--- config.mk ---
export PLATFORM = sky130hd
export DESIGN_NAME = hit_cluster_by_time_and_channel
export DESIGN_NICKNAME = d
export VERILOG_FILES = /design/src/rtl/hcl_pkg.sv /design/src/rtl/hcl_front.sv /design/src/rtl/hcl_queue.sv /design/src/rtl/hcl_back.sv /design/src/rtl/hit_cluster_by_time_and_channel.sv
export SDC_FILE = /design/constraint.sdc
export NUM_CORES = 1
export LEC_CHECK = 0
export ABC_AREA = 1
export ABC_CLOCK_PERIOD_IN_PS = 15500
export BUFFER_PORTS_ARGS = -buffer_cell sky130_fd_sc_hd__buf_2
export CAP_MARGIN = 20
export CORE_MARGIN = 2
export CORE_UTILIZATION = 59
export DETAILED_ROUTE_END_ITERATION = 6
export GPL_TIMING_DRIVEN = 0
export PLACE_DENSITY = 0.76
export SLEW_MARGIN = 5
export SYNTH_ARGS = -nofsm -noshare
export SYNTH_HDL_FRONTEND = slang
export SYNTH_SLANG_ARGS = --single-unit
--- constraint.sdc ---
create_clock -name clk -period 15.5 [get_ports clk]
set_clock_uncertainty 0.2 [all_clocks]
set_input_delay 3.1 -clock clk [delete_from_list [all_inputs] [get_ports clk]]
set_output_delay 3.1 -clock clk [all_outputs]
set_load 0.05 [all_outputs]
--- src/rtl/hcl_pkg.sv ---
// ----------------------------------------------------------------------------
// hcl_pkg
// Shared types and constants for the hit clustering block: the hit and
// cluster payloads, the queue entry and the configuration register indexes.
// ----------------------------------------------------------------------------
package hcl_pkg;

  // Configuration register indexes
  localparam logic [1:0] CFG_MIN_HITS   = 2'd0;
  localparam logic [1:0] CFG_WINDOW     = 2'd1;
  localparam logic [1:0] CFG_CHAN_GAP   = 2'd2;

  localparam int CFG_DATA_W = 32;
  localparam int BOUND_W    = 18;

  // Reset values of the configuration registers
  localparam logic [15:0] MIN_HITS_RST = 16'd2;
  localparam logic [31:0] WINDOW_RST   = 32'd8000;
  localparam logic [15:0] CHAN_GAP_RST = 16'd50;

  localparam logic [15:0] COUNT_MAX = 16'hFFFF;
  localparam logic [31:0] SUM_MAX   = 32'hFFFF_FFFF;

  typedef struct packed {
    logic [15:0] hit_channel;
    logic [63:0] hit_start_time;
    logic [63:0] hit_peak_time;
    logic [31:0] hit_integral;
    logic [15:0] hit_peak_adc;
    logic [15:0] hit_detector;
  } hit_t;

  typedef struct packed {
    logic [15:0] first_channel_out;
    logic [15:0] last_channel_out;
    logic [63:0] first_time_out;
    logic [63:0] last_time_out;
    logic [63:0] peak_time_out;
    logic [15:0] peak_channel_out;
    logic [15:0] peak_adc_out;
    logic [31:0] integral_out;
    logic [15:0] detector_out;
    logic [15:0] hit_count_out;
  } clu_t;

  // Hit plus its own channel reach, as queued between front and back
  typedef struct packed {
    hit_t                      hit;
    logic signed [BOUND_W-1:0] lo;
    logic signed [BOUND_W-1:0] hi;
  } qent_t;

endpackage

--- src/rtl/hcl_front.sv ---
// ----------------------------------------------------------------------------
// hcl_front
// Front end: turns an incoming hit into a queue entry carrying the channel
// reach (channel minus and plus the gap) that the hit would add to a window.
// ----------------------------------------------------------------------------
module hcl_front (
  input  hcl_pkg::hit_t  hit,
  input  logic [15:0]    chan_gap,
  output hcl_pkg::qent_t ent
);

  logic signed [hcl_pkg::BOUND_W-1:0] ch_s;
  logic signed [hcl_pkg::BOUND_W-1:0] gap_s;

  // Extend channel and gap to the signed bound width
  assign ch_s  = $signed({2'b00, hit.hit_channel});
  assign gap_s = $signed({2'b00, chan_gap});

  // Compute the reach of this hit
  assign ent.hit = hit;
  assign ent.lo  = ch_s - gap_s;
  assign ent.hi  = ch_s + gap_s;

endmodule

--- src/rtl/hcl_queue.sv ---
// ----------------------------------------------------------------------------
// hcl_queue
// Two-entry queue between the front end and the cluster engine, so that
// either side can stall without holding the other.
// ----------------------------------------------------------------------------
module hcl_queue (
  input  logic           clk,
  input  logic           rst_n,
  input  logic           push,
  input  hcl_pkg::qent_t push_data,
  output logic           full,
  input  logic           pop,
  output logic           not_empty,
  output hcl_pkg::qent_t head
);

  hcl_pkg::qent_t mem_r [2];
  logic           wr_ptr_r, wr_ptr_nxt;
  logic           rd_ptr_r, rd_ptr_nxt;
  logic [1:0]     fill_r, fill_nxt;
  logic           do_push;
  logic           do_pop;

  assign full      = (fill_r == 2'd2);
  assign not_empty = (fill_r != 2'd0);
  assign head      = mem_r[rd_ptr_r];
  assign do_push   = push && !full;
  assign do_pop    = pop && not_empty;

  // Advance pointers and fill level
  always_comb begin
    wr_ptr_nxt = wr_ptr_r;
    rd_ptr_nxt = rd_ptr_r;
    fill_nxt   = fill_r;
    if (do_push) begin
      wr_ptr_nxt = ~wr_ptr_r;
    end
    if (do_pop) begin
      rd_ptr_nxt = ~rd_ptr_r;
    end
    if (do_push && !do_pop) begin
      fill_nxt = fill_r + 2'd1;
    end else if (do_pop && !do_push) begin
      fill_nxt = fill_r - 2'd1;
    end
  end

  always_ff @(posedge clk) begin
    if (!rst_n) begin
      wr_ptr_r <= 1'b0;
      rd_ptr_r <= 1'b0;
      fill_r   <= 2'd0;
    end else begin
      wr_ptr_r <= wr_ptr_nxt;
      rd_ptr_r <= rd_ptr_nxt;
      fill_r   <= fill_nxt;
    end
  end

  // Store entries
  always_ff @(posedge clk) begin
    if (do_push) begin
      mem_r[wr_ptr_r] <= push_data;
    end
  end

  a_fill_range: assert property (@(posedge clk) disable iff (!rst_n)
    fill_r <= 2'd2)
    else $error("queue fill level out of range");

  a_fill_up: assert property (@(posedge clk) disable iff (!rst_n)
    (do_push && !do_pop) |=> fill_r == $past(fill_r) + 2'd1)
    else $error("queue fill did not grow on push");

  a_fill_down: assert property (@(posedge clk) disable iff (!rst_n)
    (do_pop && !do_push) |=> fill_r == $past(fill_r) - 2'd1)
    else $error("queue fill did not shrink on pop");

endmodule

--- src/rtl/hcl_back.sv ---
// ----------------------------------------------------------------------------
// hcl_back
// Cluster engine: keeps the open cluster as running sums, closes it when a
// hit falls past the time window, and holds a closed cluster in the output
// register until the receiver takes it.
// ----------------------------------------------------------------------------
module hcl_back (
  input  logic           clk,
  input  logic           rst_n,
  input  logic [15:0]    min_hits,
  input  logic [31:0]    window_ticks,
  input  logic           q_not_empty,
  input  hcl_pkg::qent_t q_head,
  output logic           q_pop,
  output logic           out_valid,
  input  logic           out_stall,
  output hcl_pkg::clu_t  out_data
);

  // Open cluster state
  logic [15:0] cnt_r, cnt_nxt;
  logic [15:0] first_ch_r, first_ch_nxt;
  logic [63:0] first_time_r, first_time_nxt;
  logic [15:0] det_r, det_nxt;
  logic [15:0] last_ch_r, last_ch_nxt;
  logic [63:0] last_time_r, last_time_nxt;
  logic [31:0] sum_r, sum_nxt;
  logic [15:0] best_adc_r, best_adc_nxt;
  logic [15:0] best_ch_r, best_ch_nxt;
  logic [63:0] best_time_r, best_time_nxt;
  logic signed [hcl_pkg::BOUND_W-1:0] low_r, low_nxt;
  logic signed [hcl_pkg::BOUND_W-1:0] high_r, high_nxt;

  logic          out_valid_r, out_valid_nxt;
  hcl_pkg::clu_t out_data_r, out_data_nxt;

  hcl_pkg::hit_t                      h;
  logic [63:0]                        dt;
  logic                               late;
  logic                               open_new;
  logic                               in_window;
  logic                               emit;
  logic [32:0]                        sum_wide;
  logic signed [hcl_pkg::BOUND_W-1:0] ch_s;

  assign h         = q_head.hit;
  assign q_pop     = q_not_empty && (!out_valid_r || !out_stall);
  assign dt        = h.hit_start_time - first_time_r;
  assign late      = (dt > {32'd0, window_ticks});
  assign open_new  = (cnt_r == 16'd0) || late;
  assign ch_s      = $signed({2'b00, h.hit_channel});
  assign in_window = (ch_s <= high_r) && (ch_s >= low_r);
  assign emit      = q_pop && (cnt_r != 16'd0) && late && (cnt_r >= min_hits);
  assign sum_wide  = {1'b0, sum_r} + {1'b0, h.hit_integral};

  // Update the open cluster from the popped hit
  always_comb begin
    cnt_nxt        = cnt_r;
    first_ch_nxt   = first_ch_r;
    first_time_nxt = first_time_r;
    det_nxt        = det_r;
    last_ch_nxt    = last_ch_r;
    last_time_nxt  = last_time_r;
    sum_nxt        = sum_r;
    best_adc_nxt   = best_adc_r;
    best_ch_nxt    = best_ch_r;
    best_time_nxt  = best_time_r;
    low_nxt        = low_r;
    high_nxt       = high_r;
    if (q_pop) begin
      if (open_new) begin
        cnt_nxt        = 16'd1;
        first_ch_nxt   = h.hit_channel;
        first_time_nxt = h.hit_start_time;
        det_nxt        = h.hit_detector;
        last_ch_nxt    = h.hit_channel;
        last_time_nxt  = h.hit_start_time;
        sum_nxt        = h.hit_integral;
        low_nxt        = q_head.lo;
        high_nxt       = q_head.hi;
        if (h.hit_peak_adc != 16'd0) begin
          best_adc_nxt  = h.hit_peak_adc;
          best_ch_nxt   = h.hit_channel;
          best_time_nxt = h.hit_peak_time;
        end else begin
          best_adc_nxt  = 16'd0;
          best_ch_nxt   = 16'd0;
          best_time_nxt = 64'd0;
        end
      end else if (in_window) begin
        if (cnt_r != hcl_pkg::COUNT_MAX) begin
          cnt_nxt = cnt_r + 16'd1;
        end
        last_ch_nxt   = h.hit_channel;
        last_time_nxt = h.hit_start_time;
        sum_nxt       = sum_wide[32] ? hcl_pkg::SUM_MAX : sum_wide[31:0];
        // Strictly larger peak replaces; a tie keeps the earlier hit
        if (h.hit_peak_adc > best_adc_r) begin
          best_adc_nxt  = h.hit_peak_adc;
          best_ch_nxt   = h.hit_channel;
          best_time_nxt = h.hit_peak_time;
        end
        if (q_head.lo < low_r) begin
          low_nxt = q_head.lo;
        end
        if (q_head.hi > high_r) begin
          high_nxt = q_head.hi;
        end
      end
    end
  end

  // Load or drain the output register
  always_comb begin
    out_valid_nxt = out_valid_r;
    out_data_nxt  = out_data_r;
    if (out_valid_r && !out_stall) begin
      out_valid_nxt = 1'b0;
    end
    if (emit) begin
      out_valid_nxt                  = 1'b1;
      out_data_nxt.first_channel_out = first_ch_r;
      out_data_nxt.last_channel_out  = last_ch_r;
      out_data_nxt.first_time_out    = first_time_r;
      out_data_nxt.last_time_out     = last_time_r;
      out_data_nxt.peak_time_out     = best_time_r;
      out_data_nxt.peak_channel_out  = best_ch_r;
      out_data_nxt.peak_adc_out      = best_adc_r;
      out_data_nxt.integral_out      = sum_r;
      out_data_nxt.detector_out      = det_r;
      out_data_nxt.hit_count_out     = cnt_r;
    end
  end

  always_ff @(posedge clk) begin
    if (!rst_n) begin
      cnt_r       <= 16'd0;
      out_valid_r <= 1'b0;
    end else begin
      cnt_r       <= cnt_nxt;
      out_valid_r <= out_valid_nxt;
    end
  end

  // Hold payload state
  always_ff @(posedge clk) begin
    first_ch_r   <= first_ch_nxt;
    first_time_r <= first_time_nxt;
    det_r        <= det_nxt;
    last_ch_r    <= last_ch_nxt;
    last_time_r  <= last_time_nxt;
    sum_r        <= sum_nxt;
    best_adc_r   <= best_adc_nxt;
    best_ch_r    <= best_ch_nxt;
    best_time_r  <= best_time_nxt;
    low_r        <= low_nxt;
    high_r       <= high_nxt;
    out_data_r   <= out_data_nxt;
  end

  assign out_valid = out_valid_r;
  assign out_data  = out_data_r;

  a_open_after_pop: assert property (@(posedge clk) disable iff (!rst_n)
    q_pop |=> cnt_r != 16'd0)
    else $error("no open cluster after a hit was taken");

  a_emit_restarts: assert property (@(posedge clk) disable iff (!rst_n)
    emit |=> (cnt_r == 16'd1) && out_valid_r)
    else $error("closing a cluster did not open a new one");

  a_bounds_order: assert property (@(posedge clk) disable iff (!rst_n)
    (cnt_r != 16'd0) |-> (low_r <= high_r))
    else $error("channel window bounds crossed");

endmodule

--- src/rtl/hit_cluster_by_time_and_channel.sv ---
// ----------------------------------------------------------------------------
// hit_cluster_by_time_and_channel
// Groups detector hits into clusters by time window and channel proximity.
//
// Hits enter on the in_ channel (valid/stall); closed clusters that hold at
// least min_hits hits leave on the out_ channel (valid/stall). Registers are
// written through cfg_we/cfg_index/cfg_wdata; the user must write them only
// while the block is idle, which the block itself does not enforce;
// index 0 min_hits, 1 window_ticks, 2 max_channel_gap.
// One hit is taken per cycle while in_stall is low. A hit is written into
// the two-entry queue and is folded into the open cluster when the engine
// pops it; the cluster it closes is loaded into the output register at that
// same edge, which raises out_valid. The running-sum update in the cluster
// engine sets the rate of one hit per cycle while the output does not stall.
// Reset returns registers to 2, 8000 and 50, empties the queue and the
// output register, and leaves no cluster open. When the receiver stalls the
// result holds in the output register and the engine stops taking hits; the
// queue fills and in_stall rises within two more hits. The open cluster is
// never flushed.
// ----------------------------------------------------------------------------
module hit_cluster_by_time_and_channel (
  input  logic                               clk,
  input  logic                               rst_n,
  input  logic                               in_valid,
  output logic                               in_stall,
  input  hcl_pkg::hit_t                      in_data,
  output logic                               out_valid,
  input  logic                               out_stall,
  output hcl_pkg::clu_t                      out_data,
  input  logic                               cfg_we,
  input  logic [1:0]                         cfg_index,
  input  logic [hcl_pkg::CFG_DATA_W-1:0]     cfg_wdata
);

  logic [15:0]    min_hits_r;
  logic [31:0]    window_r;
  logic [15:0]    chan_gap_r;
  hcl_pkg::qent_t f_ent;
  hcl_pkg::qent_t q_head;
  logic           q_full;
  logic           q_not_empty;
  logic           q_pop;

  // Write configuration registers; an unknown index is ignored
  always_ff @(posedge clk) begin
    if (!rst_n) begin
      min_hits_r <= hcl_pkg::MIN_HITS_RST;
      window_r   <= hcl_pkg::WINDOW_RST;
      chan_gap_r <= hcl_pkg::CHAN_GAP_RST;
    end else if (cfg_we) begin
      unique case (cfg_index)
        hcl_pkg::CFG_MIN_HITS: min_hits_r <= cfg_wdata[15:0];
        hcl_pkg::CFG_WINDOW:   window_r   <= cfg_wdata[31:0];
        hcl_pkg::CFG_CHAN_GAP: chan_gap_r <= cfg_wdata[15:0];
        default: ;
      endcase
    end
  end

  assign in_stall = q_full;

  hcl_front u_front (
    .hit      (in_data),
    .chan_gap (chan_gap_r),
    .ent      (f_ent)
  );

  hcl_queue u_queue (
    .clk       (clk),
    .rst_n     (rst_n),
    .push      (in_valid),
    .push_data (f_ent),
    .full      (q_full),
    .pop       (q_pop),
    .not_empty (q_not_empty),
    .head      (q_head)
  );

  hcl_back u_back (
    .clk          (clk),
    .rst_n        (rst_n),
    .min_hits     (min_hits_r),
    .window_ticks (window_r),
    .q_not_empty  (q_not_empty),
    .q_head       (q_head),
    .q_pop        (q_pop),
    .out_valid    (out_valid),
    .out_stall    (out_stall),
    .out_data     (out_data)
  );

endmodule
### After elaboration in Yosys (flattened, before gate mapping)

Memories as Yosys holds them, arrays and structs flattened. A register that Yosys moved wholly into a read port is not among the register bits.
Cells that the tools add are included.

* register bits: 745
* RAM bits: 486
* input port bits: 247
* output and inout bits: 322
* logic and storage cells: 124
* memories kept: 1

Memory list
* u_queue.mem_r: depth 2, bits a word 243, read ports 1, clocked after memory_dff 1, write ports 1, line hcl_queue.sv:17 `hcl_pkg::qent_t mem_r [2];`

* add/subtract/negate cells: 7
* magnitude comparators: 7
* eq/ne operators: 4
* muxes and demuxes: 36
* bitwise logic cells: 2
* reduce and logical (&&, ||, !) cells: 38

Operators with widths (count)
* $mux W64: 6
* $mux W16: 13
* $mux W18: 6
* $mux W32: 3
* $gt A64 B32 Y1: 1
* $sub A64 B64 Y64: 1
* $add A32 B32 Y33: 1
* $reduce_bool A16 Y1: 2
* $ge A17 B18 Y1: 1
* $gt A18 B18 Y1: 1
* $le A17 B18 Y1: 1
* $lt A18 B18 Y1: 1
* $add A16 B16 Y17: 1
* $sub A16 B16 Y17: 1
* $add A16 B1 Y16 const B: 1
* $ge A16 B16 Y1: 1
* $gt A16 B16 Y1: 1
* $logic_not A16 Y1: 1
* $ne A16 B16 Y1 const B: 1
* $reduce_bool A2 Y1: 8
* $reduce_and A3 Y1: 4
* $logic_and A1 B1 Y1: 10
* $reduce_and A2 Y1: 5
* $mux W1: 6
* 9 further kinds: 17

### Longest topological paths before layout

Gate-level depths: netlist of run 1.

* word-level depth: 7
* depth in mapped cells: 41

### Cells and area by module

Synthesis of run 1 repeated with hierarchy kept, for this count alone.

* cells, all modules: 5020
* area, all modules: 57943.1 µm²

By module, submodules not included
* hcl_back: instances 1, cells an instance 3244, area an instance 33278.2 µm²
* hcl_queue: instances 1, cells an instance 796, area an instance 18497.7 µm²
* hcl_front: instances 1, cells an instance 585, area an instance 3552.2 µm²
* hit_cluster_by_time_and_channel: instances 1, cells an instance 395, area an instance 2615.0 µm²

### Worst setup path after synthesis of run 1

Ideal clock, no wire load.

* kind: input to register
* start: input in_valid
* end: memory u_queue.mem_r[1][100] (netlist name) (enable)
* setup time: 0.849 ns
* data arrival time: 13.245 ns
* data required time: 14.451 ns
* setup slack: 1.205 ns
* stages: 2
* cell sequence: o21ai_0 -> nor2_1

* longest elaborated chain between the ends: 3

RTL lines
* start, declared: line hit_cluster_by_time_and_channel.sv:24 `input logic in_valid,`
* $logic_and A1 B1 Y1: line hcl_queue.sv:27 `assign do_push = push && !full;`
* $mux W1: line hcl_queue.sv:62 `if (do_push) begin`
* $mux W1 (not written as such): line hcl_queue.sv:63 `mem_r[wr_ptr_r] <= push_data;`
* end, declared: line hcl_queue.sv:17

Every way passes these cells.

==> results of run 1 <==
state kept, by name, indices dropped and copies added, names as in the netlist, 17 cells and up, named ones only:
signal	count
u_back.high_r	17
u_back.low_r	17
u_back.first_time_r	64
window_r	32
u_queue.mem_r	482
u_back.last_time_r	64
u_back.sum_r	32
u_back.out_data	320
u_back.best_time_r	64
metal layers:
| layer | routed length [um] | up-vias | part of all wire (%) | global-route usage [%] |
|---|---|---|---|---|
| li1 | - | 17900 | - | - |
| met1 | 64000 | 18200 | 41 | 45.2 |
| met2 | 72900 | 1656 | 47 | 52.8 |
| met3 | 13600 | 299 | 8.7 | 6.21 |
| met4 | 5340 | 16 | 3.4 | 11.1 |
| met5 | 99 | - | 0.063 | 0 |
path summary, 6_finish.rpt:
| check | startpoint | endpoint | slack, ns | cells past startpoint |
|---|---|---|---|---|
| min reg2reg | u_back.best_time_r[7]$_DFFE_PP_ | u_back.out_data[103]$_DFFE_PP_ | 0.19 | 0 |
| max | flop | u_back.best_ch_r[11]$_DFFE_PP_ | 5.20 | 34 |
| min | u_back.best_time_r[7]$_DFFE_PP_ | u_back.out_data[103]$_DFFE_PP_ | 0.19 | 0 |
| max reg2reg | flop | u_back.best_ch_r[11]$_DFFE_PP_ | 5.20 | 34 |
Yosys cell counts, drive strengths merged:
master   number  area (sq um)
nand3b       10          75.1
a32o          1          10.0
nand3       114           576
o2111ai       2          17.5
ha          261          3270
and2          3          18.8
a211o         2          17.5
nor3         34           200
xnor2        20           175
buf          17          90.1
clkbuf       79           300
nand2      1465          5540
nand4        50           313
and3          3          18.8
nor2        266          1030
o311ai        1          8.76
o21bai       14           105
fa            4          80.1
dfxtp        86          1720
o211ai       18           135
inv         661          2480
o31ai         6          45.0
a221oi        4          35.0
o2bb2ai       1          8.76
a21boi        7          52.6
o221a         1          11.3
a41oi         1          8.76
or2          20           125
nor4         14          93.8
a21oi       303          1520
edfxtp     1140         34200
xor2         75           657
a31oi         7          43.8
o21a          7          52.6
a211oi        7          52.6
o21ai       168           845
o221ai        2          17.5
a21o          6          45.0
power by group:
part | switching [W] | leakage, nW | total [W] | internal [W]
clock | 0.00125 | 1.94 | 0.00293 | 0.00168
combinational | 0.00457 | 13.5 | 0.00637 | 0.00181
sequential | 0.000250 | 11.4 | 0.00508 | 0.00483
per-stage QoR:
step	utilization [%]	hold slack, ns	power [W]	instance area, sq um	worst slack (ns)
finish	69.8	0.186	0.0144	63100	5.20
global route	69.8	0.196	0.0152	63100	4.91
CTS	69.7	0.198	0.0143	63000	5.29
detailed placement	65.3	0.205	0.0114	59100	5.38
global placement	64.5	0.200	0.0114	58300	-6.27
floorplan	-	0.200	0.00920	54000	1.21
cells by family (layout without fill, tap and decap cells):
logic type | count (synthesis) | in the layout
adder cells (fa/ha/maj) | 265 | 265
AO/OA/AOI/OAI | 558 | 558
buffers and inverters | 757 | 1575
XOR/XNOR | 95 | 95
flip-flops | 1226 | 1226
AND/OR/NAND/NOR | 1979 | 1979
other | 0 | 18
cells in the final DEF (no fill, tap or decap), drive strengths merged, types with 75 or more instances in the layout:
master and n:
nand2 1465, edfxtp 1140, inv 664, buf 614, a21oi 303, nor2 266, ha 261, clkbuf 221
o21ai 168, nand3 114, dfxtp 86, xor2 75
critical path: cells and delay by family, from the launching register on:
kind	cells	cell delay, ns
xor+xnor	1	0.13
compound gates	1	0.15
simple gates	21	4.17
flops	1	0.30
buf+inv	9	4.29
fa+ha+maj	2	0.67
area by class of cell:
cell class	instances	share of cell area, %
antenna	18	0.0714
buffer	96	0.619
clock buffer	142	4.87
clock inverter	79	1.45
inverter	661	3.95
multi-input combinational	2897	24.2
sequential	1226	57.0
tap	1176	2.33
timing repair buffer	597	5.54
==> flow_metrics.tcl, run 1 <==
set metrics [dict create \
    status "finished, violations left" \
    violations "DRC" \
    multi_input_area_sq_um 15300 \
    power.leakage_nw 26.9 \
    drtIter0Drc 3835 \
    synth_xor_area_share_pct 1.54 \
    cts_sinks 1226 \
    netlist_area_sq_um 54000 \
    rsz0062_at_grt "no" \
    synth_cells 4880 \
    cts_made_buffers 116 \
    drv_slew 0 \
    clk_pin_slew_ns 0.07 \
    crit_arrival_ns 10.53 \
    cts-hold-fix-buffers 0 \
    cts_tree "built" \
    place.gp.congestion 1.01 \
    synth_top_family_by_area "simple AND/OR/NAND/NOR gates" \
    cpMaxStageDelayCell "nor2_1" \
    antenna_found_initial 28 \
    hold_path.class "flop to flop" \
    drv_cap 0 \
    final_cells 6892 \
    antenna_left 0 \
    timing.fmax_ghz 0.0971 \
    crit_top_cell "nand2_1" \
    end_kind "flop" \
    synth-seq-area-share_pct 66.5 \
    fp.coreArea_sq_um 90400 \
    hold_viol 0 \
    via_per_inst 5.52 \
    yosys_warnings 0 \
    synth-seq-cells 1226 \
    setup.worst_path.start_class "flop" \
    synthMuxAreaShare_pct 0 \
    hpwlAfterDp_um 119000 \
    grt_start_max_net_pins 109 \
    drtPass1Iterations 7 \
    synthAdderAreaFrac_pct 6.19 \
    grt_first_pass_wirelength_um 226000 \
    place_inst 6653 \
    start_util_pct 59.8 \
    ff_latch_area_sq_um 36000 \
    drive_gt1_share_pct 15.0 \
    die-area_sq_um 94000 \
    clkLatencyLatePin_ns 0.74 \
    port_buffers 568 \
    ir_drop_v 0.000305 \
    cts.path.max_buffers 3 \
    htreeDepth 3 \
    avgRoutedWirePerCell_um 22.6 \
    yosysUniqueCellTypes 51 \
    via_count 38100 \
    final_nets 6107 \
    path_max_fanout 10 \
    routed_wl_um 156000 \
    syn2layout_area_growth_pct 16.8 \
    avgSynthCellArea_sq_um 11.1 \
    setup_viol_count_final 0 \
    grt_usage_pct 32.8 \
    ctsResizeCount 0 \
    die-width_um 307 \
    rows 110 \
    ctsRootBufferMaster "clkbuf_16" \
    tightestPinTransition_ns 1.16 \
    grt_remaining_overflow 0 \
    min_period_ns 10.30 \
    fp.dieH_um 307 \
    grt_pass1_vias 36700 \
    power_density_nw_per_um2 228 \
    drc 2 \
    io_pins 569 \
    critPathKind "flop to flop" \
    period_share_pct 66.4 \
    synth-simple-area-share_pct 14.8 \
    cts_setup_buffers 0 \
    synth-compound-area-share_pct 5.61 \
    fill_cells 6536 \
    slowest_delay_ns 0.95 \
    required_ns 15.73 \
    fin_setup_tns_ns 0 \
    syn-num-nets 5392 \
    relSlewSlack_pct 22.1 \
]
(Power assumes the default switching activity.)
==> inputs of run 2 (changes only) <==
--- a/config.mk
+++ b/config.mk
@@ -5,8 +5,8 @@
 export SDC_FILE = /design/constraint.sdc
 export NUM_CORES = 1
 export LEC_CHECK = 0
-export ABC_AREA = 1
-export ABC_CLOCK_PERIOD_IN_PS = 15500
+export ABC_AREA = 0
+export ABC_CLOCK_PERIOD_IN_PS = 9580
 export BUFFER_PORTS_ARGS = -buffer_cell sky130_fd_sc_hd__buf_2
 export CAP_MARGIN = 20
 export CORE_MARGIN = 2
==> constraint.sdc (replaced) <==
create_clock -name clk -period 9.58 [get_ports clk]
set_clock_uncertainty 0.2 [all_clocks]
set_input_delay 1.916 -clock clk [delete_from_list [all_inputs] [get_ports clk]]
set_output_delay 1.916 -clock clk [all_outputs]
set_load 0.05 [all_outputs]
==> flow_metrics.tcl, run 2 <==
set metrics [dict create \
    status "finished, violations left" \
    violations "DRC" \
    avgSynthCellArea_sq_um 14.7 \
    critPathKind "flop to flop" \
    hpwlAfterDp_um 98800 \
    post-place-ws_ns -0.728 \
    netlist_area_sq_um 52100 \
    routed_wl_um 133000 \
    start_util_pct 59.7 \
    clk_pin_slew_ns 0.06 \
    cts_sinks 1226 \
    rsz0062_at_grt "no" \
    largest_reg_flops 482 \
    rows 108 \
    fp.coreArea_sq_um 87200 \
    required_ns 9.84 \
    end_kind "flop" \
    drtPass1Iterations 7 \
    crit_arrival_ns 9.33 \
    regMostFlops "u_queue.mem_r" \
    ir_drop_v 0.000214 \
    fp.dieH_um 301 \
    grt_use_met1_pct 37.8 \
    cts.path.max_buffers 3 \
    synth-seq-area-share_pct 69.0 \
    crit_end "u_back.last_time_r[26]$_DFFE_PP_" \
    die-width_um 301 \
    cpMaxStageDelayCell "nor4_2" \
    relSlewSlack_pct 25.6 \
    ctsRootBufferMaster "clkbuf_16" \
    port_buffers 567 \
    period_share_pct 94.7 \
    drtIter0Drc 2766 \
    reg2reg_depth 30 \
    io_pins 569 \
    via_count 32400 \
    antenna_found_initial 48 \
    yosys_warnings 0 \
    antenna_left 0 \
    final_core_util_pct 70.9 \
    netlist.area_leader.share_pct 65.7 \
    design_power_total_w 0.0202 \
    cts_made_buffers 118 \
    gr-max-usage-layer "met2" \
    htreeDepth 3 \
    grt_usage_pct 28.9 \
    use_met3_pct 7.58 \
    grtUsageMet2_pct 47.8 \
    clkLatencyLatePin_ns 0.75 \
    setup_viol_count_final 0 \
    cts_tree "built" \
    synth_cells 3537 \
    reg2reg_to "u_back.last_time_r[26]$_DFFE_PP_" \
    final_nets 4787 \
    timing.fmax_ghz 0.110 \
    ys_top_cells_by_count "edfxtp_1 (1140), ha_1 (261), inv_1 (236)" \
    slowest_delay_ns 0.49 \
    synth_area_leader_cell "edfxtp_1" \
    synthFlopType "edfxtp_1" \
    grt_first_pass_wirelength_um 195000 \
    synth-seq-cells 1226 \
    layout_common_cells "edfxtp_1 (1140), buf_2 (579), ha_1 (253)" \
    syn2layout_area_growth_pct 18.7 \
    drc 3 \
    via_per_inst 5.84 \
    synthTopCellsByArea "edfxtp_1 (66%), ha_1 (6.3%), mux2_2 (4.1%), dfxtp_1 (3.3%), inv_1 (1.7%)" \
    path_max_fanout 44 \
    power.leakage_nw 23.3 \
    fin_setup_tns_ns 0 \
    synth-async-reset-ratio_pct 0 \
    syn-num-nets 4049 \
    hold_path.class "flop to flop" \
    setup_slack_ns 0.507 \
    final_common_cell "edfxtp_1" \
    drv_slew 0 \
    grt_remaining_overflow 0 \
    avgRoutedWirePerCell_um 23.8 \
    min_period_ns 9.07 \
    place.gp.congestion 0.932 \
    power_density_nw_per_um2 327 \
    grt_start_max_net_pins 55 \
    die-area_sq_um 90700 \
    synth_edf_count 1140 \
    tightestPinTransition_ns 1.12 \
    grt_pass1_vias 32000 \
    drive_gt1_share_pct 24.7 \
    drv_cap 0 \
    reg2reg_slack_ns 0.51 \
    setup.worst_path.start_class "flop" \
    yosysUniqueCellTypes 84 \
    hold_viol 0 \
    yosysMostFrequentCell "edfxtp_1" \
]
==> run 2: cell types whose count changed after synthesis, sizes merged, moves of 44 or more <==
cell / before / now
a21boi: 7 / 67
a21o: 6 / 65
a21oi: 303 / 176
inv: 661 / 236
mux2: 0 / 190
mux2i: 0 / 73
nand2: 1465 / 225
nand3: 114 / 59
nor2: 266 / 159
o21ai: 168 / 110
xor2: 75 / 31
==> run 2: through the flow <==
| stage | hold WS [ns] | std cells | instance area [sq um] |
|---|---|---|---|
| finish | 0.183 | 5559 | 61800 |
| global route | 0.183 | 5545 | 61800 |
| CTS | 0.179 | 5532 | 61800 |
| detailed placement | 0.205 | 5308 | 57600 |
| global placement | 0.200 | 5259 | 56700 |
| floorplan | 0.200 | 3537 | 52400 |
==> run 2: timing repair <==
item / CTS / global route
setup buffers: 1 / 0
endpoints found under the setup margin: 250 / 61
pin swaps: 1 / 1
gates resized for setup: 2 / 2
hold buffers: 0 / 0
endpoints found under the hold margin: 0 / 0
==> run 2: final cells by class <==
class | instances | area [sq um]
sequential | 1226 | 36000
fill | 5805 | 25300
multi-input combinational | 1966 | 15000
timing repair buffer | 618 | 3760
clock buffer | 143 | 3100
tap | 1155 | 1450
clock inverter | 80 | 1020
inverter | 237 | 895
buffer | 108 | 563
antenna | 26 | 65.1
==> run 2: cell families after synthesis <==
logic type,after synthesis,synth area share [%]
simple gates,678,6.27
compound gates,670,8.68
mux,263,5.51
buf+inv,345,2.56
flops,1226,69.0
fa+ha+maj,265,6.42
xor+xnor,90,1.51
==> run 2: layer usage <==
layer,share of wire [%],wire length (um),vias up
met5,0.23,303,-
met4,2.8,3650,50
met1,40,53000,15900
met2,49,64400,1249
met3,8.4,11200,263
li1,-,-,14900
==> run 2: critical path, delay by kind of cell (launching register included) <==
family | cells | cell delay [ns]
and+or+nand+nor | 12 | 3.23
adders and majority gates | 2 | 0.63
DFF | 1 | 0.44
AOI/OAI and AO/OA | 7 | 1.86
xor gates and xnor gates | 1 | 0.20
muxes | 1 | 0.43
buffers and inverters | 7 | 1.72
==> run 2: worst min path at each step <==
| stage | from | to | slack (ns) | cells after the start |
|---|---|---|---|---|
| 3_3_place_gp | u_back.best_time_r[28]$_DFFE_PP_ | u_back.out_data[124]$_DFFE_PP_ | 0.20 | 0 |
| 4_1_cts | u_back.best_time_r[19]$_DFFE_PP_ | u_back.out_data[115]$_DFFE_PP_ | 0.18 | 0 |
| 5_1_grt | u_back.best_time_r[19]$_DFFE_PP_ | u_back.out_data[115]$_DFFE_PP_ | 0.18 | 0 |
| 3_5_place_dp | u_back.best_time_r[58]$_DFFE_PP_ | u_back.out_data[154]$_DFFE_PP_ | 0.20 | 0 |
| 2_1_floorplan | u_back.best_time_r[4]$_DFFE_PP_ | u_back.out_data[100]$_DFFE_PP_ | 0.20 | 0 |
| 6_report | u_back.best_time_r[19]$_DFFE_PP_ | u_back.out_data[115]$_DFFE_PP_ | 0.18 | 0 |
==> run 2: where the power goes <==
group          leakage [nW]  internal (W)  switching [W]
sequential             11.4       0.00759       0.000351
combinational          9.90       0.00274        0.00475
clock                  1.97       0.00277        0.00206
total                  23.3        0.0131        0.00715
